===== config.mk =====
export PLATFORM = sky130hd
export DESIGN_NAME = hmr_ctrl
export DESIGN_NICKNAME = d
export VERILOG_FILES = /design/src/hw/rtl/hmr_pkg.sv /design/src/hw/rtl/hmr_ctrl.sv
export SDC_FILE = /design/constraint.sdc
export NUM_CORES = 1
export LEC_CHECK = 0
export BUFFER_PORTS_ARGS = -buffer_cell sky130_fd_sc_hd__buf_4
export CORE_AREA = 4 4 41 43
export DETAILED_ROUTE_END_ITERATION = 12
export DIE_AREA = 0 0 45 47
export PLACE_DENSITY_LB_ADDON = 0.25
export SYNTH_ARGS = -nofsm -noshare
export SYNTH_HDL_FRONTEND = slang
export SYNTH_SLANG_ARGS = --single-unit

===== constraint.sdc =====
create_clock -name clk_i -period 1.2 [get_ports clk_i]
set_clock_uncertainty 0.15 [all_clocks]
set_input_delay 0.06 -clock clk_i [delete_from_list [all_inputs] [get_ports clk_i]]
set_output_delay 0.06 -clock clk_i [all_outputs]
set_load 0.01 [all_outputs]

===== src/hw/rtl/hmr_pkg.sv =====
package hmr_pkg;

  // Fixed payload widths of the two channels.
  localparam int BAR_W  = 16;
  localparam int AREA_W = 26;

  // Largest area that the result field can carry; larger areas saturate here.
  localparam logic [AREA_W-1:0] AREA_MAX = '1;

  // Commands from the controller to the datapath; at most one is raised at a time.
  typedef struct packed {
    logic latch;     // capture the incoming bar beat
    logic set_ovf;   // bar arrived with no room left
    logic pop;       // score and remove the top entry
    logic load_top;  // refill the top entry from the stack memory
    logic push;      // push the held bar
    logic emit;      // write the result register and clear the histogram state
  } hmr_cmd_t;

  // Status from the datapath back to the controller.
  typedef struct packed {
    logic stack_empty;
    logic top_taller;
    logic bar_full;
    logic last;
    logic out_free;
  } hmr_status_t;

endpackage


===== src/hw/rtl/hmr_ctrl.sv =====
module hmr_ctrl (
  input  logic                clk_i,
  input  logic                rst_ni,
  input  logic                bar_valid_i,
  output logic                bar_ready_o,
  input  hmr_pkg::hmr_status_t status_i,
  output hmr_pkg::hmr_cmd_t    cmd_o
);
  import hmr_pkg::*;

  localparam logic [2:0] S_IDLE  = 3'd0;
  localparam logic [2:0] S_CMP   = 3'd1;
  localparam logic [2:0] S_LOAD  = 3'd2;
  localparam logic [2:0] S_FLUSH = 3'd3;
  localparam logic [2:0] S_FLOAD = 3'd4;

  logic [2:0] state_q, state_d;

  // Next state and commands.
  always_comb begin
    state_d     = state_q;
    cmd_o       = '0;
    bar_ready_o = 1'b0;
    unique case (state_q)
      S_IDLE: begin
        bar_ready_o = 1'b1;
        if (bar_valid_i) begin
          cmd_o.latch = 1'b1;
          state_d     = S_CMP;
        end
      end
      S_CMP: begin
        if (status_i.bar_full) begin
          cmd_o.set_ovf = 1'b1;
          state_d       = status_i.last ? S_FLUSH : S_IDLE;
        end else if (!status_i.stack_empty && status_i.top_taller) begin
          cmd_o.pop = 1'b1;
          state_d   = S_LOAD;
        end else begin
          cmd_o.push = 1'b1;
          state_d    = status_i.last ? S_FLUSH : S_IDLE;
        end
      end
      S_LOAD: begin
        cmd_o.load_top = 1'b1;
        state_d        = S_CMP;
      end
      S_FLUSH: begin
        if (!status_i.stack_empty) begin
          cmd_o.pop = 1'b1;
          state_d   = S_FLOAD;
        end else if (status_i.out_free) begin
          cmd_o.emit = 1'b1;
          state_d    = S_IDLE;
        end
      end
      S_FLOAD: begin
        cmd_o.load_top = 1'b1;
        state_d        = S_FLUSH;
      end
      default: begin
        state_d = S_IDLE;
      end
    endcase
  end

  // State register.
  always_ff @(posedge clk_i or negedge rst_ni) begin
    if (!rst_ni) begin
      state_q <= S_IDLE;
    end else begin
      state_q <= state_d;
    end
  end

endmodule


# After elaboration in Yosys (flattened, before gate mapping)
# Index checks and enable logic that the tools add are counted.
dict set report classes {
  eq_ne 6
  n_mux 23
  reduce_logical 5
}
# op n
set op_table {}
lappend op_table {{two-way mux 1 bit} 15}
lappend op_table {{case mux 3 bit (5 select lines)} 1}
lappend op_table {{two-way mux 3 bit} 4}
lappend op_table {{equality test 3 x 2 -> 1 bit (second input constant)} 2}
lappend op_table {{two-way mux 2 bit} 2}
lappend op_table {{equality test 3 x 1 -> 1 bit (second input constant)} 1}
lappend op_table {{equality test 3 bit (second input constant)} 1}
lappend op_table {{zero test 3 bit} 1}
lappend op_table {{!= test 3 bit (second input constant)} 1}
lappend op_table {{!= test 2 bit (second input constant)} 1}
lappend op_table {{case mux 1 bit (2 select lines)} 1}
lappend op_table {{AND reduction 2 bit} 1}
lappend op_table {{OR reduction 2 bit} 1}
lappend op_table {{logical AND 1 bit} 1}
lappend op_table {{zero test 1 bit} 1}
dict set report word_totals {
  register_bits 3
  input_bits 8
  wordCells 35
}

# Logic depth before layout (Yosys ltp)
dict set report logic_depth {
  ltp_word 5
  depth_mapped 4
  depth_no_buf 3
}

# Worst setup path after synthesis
# Ideal clock, no wire load.
dict set report synth_timing {
  kind {reg-to-output}
  from {reg state_q[1]}
  to {out cmd_o[5] in the netlist's numbering}
  t_arrival_ns 1.081
  slack_ns -0.091
  path_stages_with_launch 4
  path_buffers 1
  path_cell_list {dfrtp_1 buf_4 nor3_1 and2_1}
}
# item line_no
set synth_rtl {}
lappend synth_rtl {{from (decl)} hmr_ctrl.sv:17} ;# logic [2:0] state_q, state_d;
lappend synth_rtl {{from (signal assigned)} hmr_ctrl.sv:72} ;# state_q <= state_d;
lappend synth_rtl {{to (decl)} hmr_ctrl.sv:7} ;# output hmr_pkg::hmr_cmd_t cmd_o

==> impl_results.md <==
- Outcome: finished, violations left
- Failing checks: setup timing
- Die area: 2120 µm²
- Max reg flops: 3
- Row count: 13
- Fillers: 135
- Largest registers: state_q (3)
- Commonest register cell after synthesis: dfrtp_1
- Via density: 4.55
- DRT iter0 DRCs: 12
- Critical path class: register to output pin
- Clk root buf: clkbuf_4
- Worst hold-check path type: input pin to register
- Largest net degree at the start of global routing: 8
- Worst endpoint data arrival time: 1200 ps
- Wire length on met3: 26 µm
- Initial Util: 0.187
- CTS tree: done
- Sequential cell area fraction in the yosys report: 0.309
- Buffers added on ports: 14
- Routed wire length: 996 µm
- Worst VDD drop: 0.924 mV
- Fin nets: 67
- Worst-margin pin slew: 274 ps
- GRT Util Overall: 0.118
- Initial antenna violation count: 0
- Type of destination of the critical path: output pin
- HPWL Detailed: 619 µm
- Number of global-route vias before repair: 378
- Layout cells sized above 1: 0.569
- Mapped Area: 243 µm²
- Relative slew margins: 0.817
- Setup repair after global routing missed its margin: yes
- Minimum clock period: 1410 ps
- # IOs: 15
- Pwr/cell area: 2150 nW/µm²
- Die width: 45 µm
- Average cell area after synthesis: 7.59 µm²
- Vias: 332
- Diodes inserted: 0
- Max incr delay on CP: 390 ps
- Highest net fanout along the worst path: 6
- First-pass GRT wire length: 1700 µm
- Post-route DRC: 0
- Final setup vio count: 9
- Final ANT Viol Nets: 0
- Final Hold Slack: 15.5 ps
- Total power: 1.11 mW
- GPL Wtd Cong: 0.799
- Die height: 47 µm
- Synthesized instance count: 32
- Fmax: 710 MHz
- CP max stage cell: dfrtp_1
- Met1 WL: 358 µm
- Flops & latches, synth: 3
- CP bufs+invs: 2
- Static Leak: 0.243 nW
- Worst-Skew Late Latency: 240 ps
- Most used cell, CP: buf_4
- Fin crit share: 1.17
- Unique masters post-synth: 18
- Clock buffer count from CTS: 3
- Clock-pin slew on the worst setup and hold paths: 40 ps
- Synthesized net count: 40
- Worst path required time: 990 ps
- First-pass iteration count of the detailed router: 2
- Max-Cap Viols: 0
- Final WS setup: -207 ps
- Yosys warning total: 0
- Startpoint Class: register
- CTS Buffer Depth: 2
- Synthesis-to-layout area growth: 113%
- Crit-path cells: buf_4 > nor2_4 > o2111a_1 > buf_4
- Global route overflow: 0
- H-tree Lvls: 1
- CORE AREA: 1300 µm²
- Largest delay share family, worst path: flip-flops
- CTS Sinks: 3
- EDFF count, synth: 0
- Max layer used: met4
- Routed WL per cell: 13.6 µm
- Metal2 WL: 556 µm
- Largest Register: state_q
- Fin. Hold Viols: 0
- Ys async rst share: 1.00
- Slew Limit Fails: 0
==> power breakdown <==
part / switching, mW / leakage [nW] / internal [mW]
Clock: 0.0629 / 0.0150 / 0.125
Sequential: 0.0768 / 0.0354 / 0.146
Combinational: 0.297 / 0.193 / 0.402
==> cells in the final DEF, fill, tap and decap left out <==
| master | instances |
|---|---|
| buf_6 | 2 |
| nand2_1 | 2 |
| and3_1 | 2 |
| dlygate4sd3_1 | 3 |
| nor2_1 | 4 |
| nor2_4 | 1 |
| and2_1 | 1 |
| buf_4 | 18 |
| nor3_2 | 2 |
| nand2b_1 | 2 |
| nand2b_4 | 1 |
| nor3b_2 | 1 |
| or3_4 | 1 |
| dfrtp_1 | 1 |
| clkbuf_1 | 1 |
| inv_1 | 2 |
| o21ai_0 | 1 |
| a21oi_1 | 1 |
| dfrtp_2 | 2 |
| nor3b_1 | 1 |
| nand3_1 | 1 |
| a21oi_2 | 1 |
| clkbuf_4 | 3 |
| a22o_1 | 1 |
| xnor2_2 | 1 |
| o221ai_1 | 1 |
| o2111a_1 | 1 |
==> stage by stage <==
step,setup slack (ps),cells,setup TNS (ps),instance area [µm²],utilization
final,-207,73,-1260,517,0.397
after global routing,-269,73,-1820,517,0.397
after CTS,-190,73,-1200,509,0.391
after detailed placement,-43.6,64,-43.6,394,0.303
after global placement,-9.65,64,-9.65,394,0.303
after floorplan,26.6,32,0,248,-
==> synthesized netlist by cell type, types with 2 or more instances <==
master | count | area (µm²)
nand2_1 | 2 | 7.51
dfrtp_1 | 3 | 75.1
and3_1 | 2 | 12.5
nor3_1 | 2 | 10.0
nand2b_1 | 3 | 18.8
a21oi_1 | 2 | 10.0
inv_1 | 2 | 7.51
nor3b_1 | 2 | 15.0
nor2_1 | 5 | 18.8
==> area by class of cell <==
cell class / count / area [µm²] / area share
Multi-Input combinational cell: 26 / 199 / 0.385
Timing Repair Buffer: 23 / 188 / 0.363
Sequential cell: 3 / 77.6 / 0.150
Clock buffer: 4 / 26.3 / 0.0508
Tap cell: 15 / 18.8 / 0.0363
Inverter: 2 / 7.51 / 0.0145
==> worst register-to-register path: stages, from the launching register on <==
cell and delay [ps]:
dfrtp_1 390, buf_4 140, or3_4 380, a22o_1 190
==> logic make-up (layout without fill, tap and decap cells) <==
| kind of cell | after synthesis | in the layout | share of synthesized area |
|---|---|---|---|
| buffers and inverters | 3 | 29 | 0.0619 |
| DFF | 3 | 3 | 0.309 |
| xor gates and xnor gates | 1 | 1 | 0.0361 |
| and+or+nand+nor | 19 | 19 | 0.412 |
| AOI/OAI and AO/OA | 6 | 6 | 0.180 |
==> per-layer routing <==
layer	global-route usage	up-vias
met1	0.113	152
li1	-	164
met5	0	-
met4	0.123	0
met3	0.0153	5
met2	0.212	11
==> path summary, 6_finish.rpt <==
check                       startpoint          to  slack (ps)  cells after the start
max                         state_q[1]    cmd_o[1]        -210                      4
min                        bar_valid_i  state_q[0]          20                      4
max reg2reg                 state_q[1]  state_q[1]        -170                      3
min reg2reg                 state_q[2]  state_q[1]         510                      1
max in group asynchronous       rst_ni  state_q[0]         160                      3
min in group asynchronous       rst_ni  state_q[2]         560                      3
==> timing repair <==
item	4_1_cts	5_1_grt
endpoints found under the hold margin	4	0
setup endpoints to repair	9	10
hold buffers	3	0
pin swaps	2	2
gates resized for setup	10	2
gates cloned	0	0
setup buffers	2	0
Power figures use the tool's default switching activity.
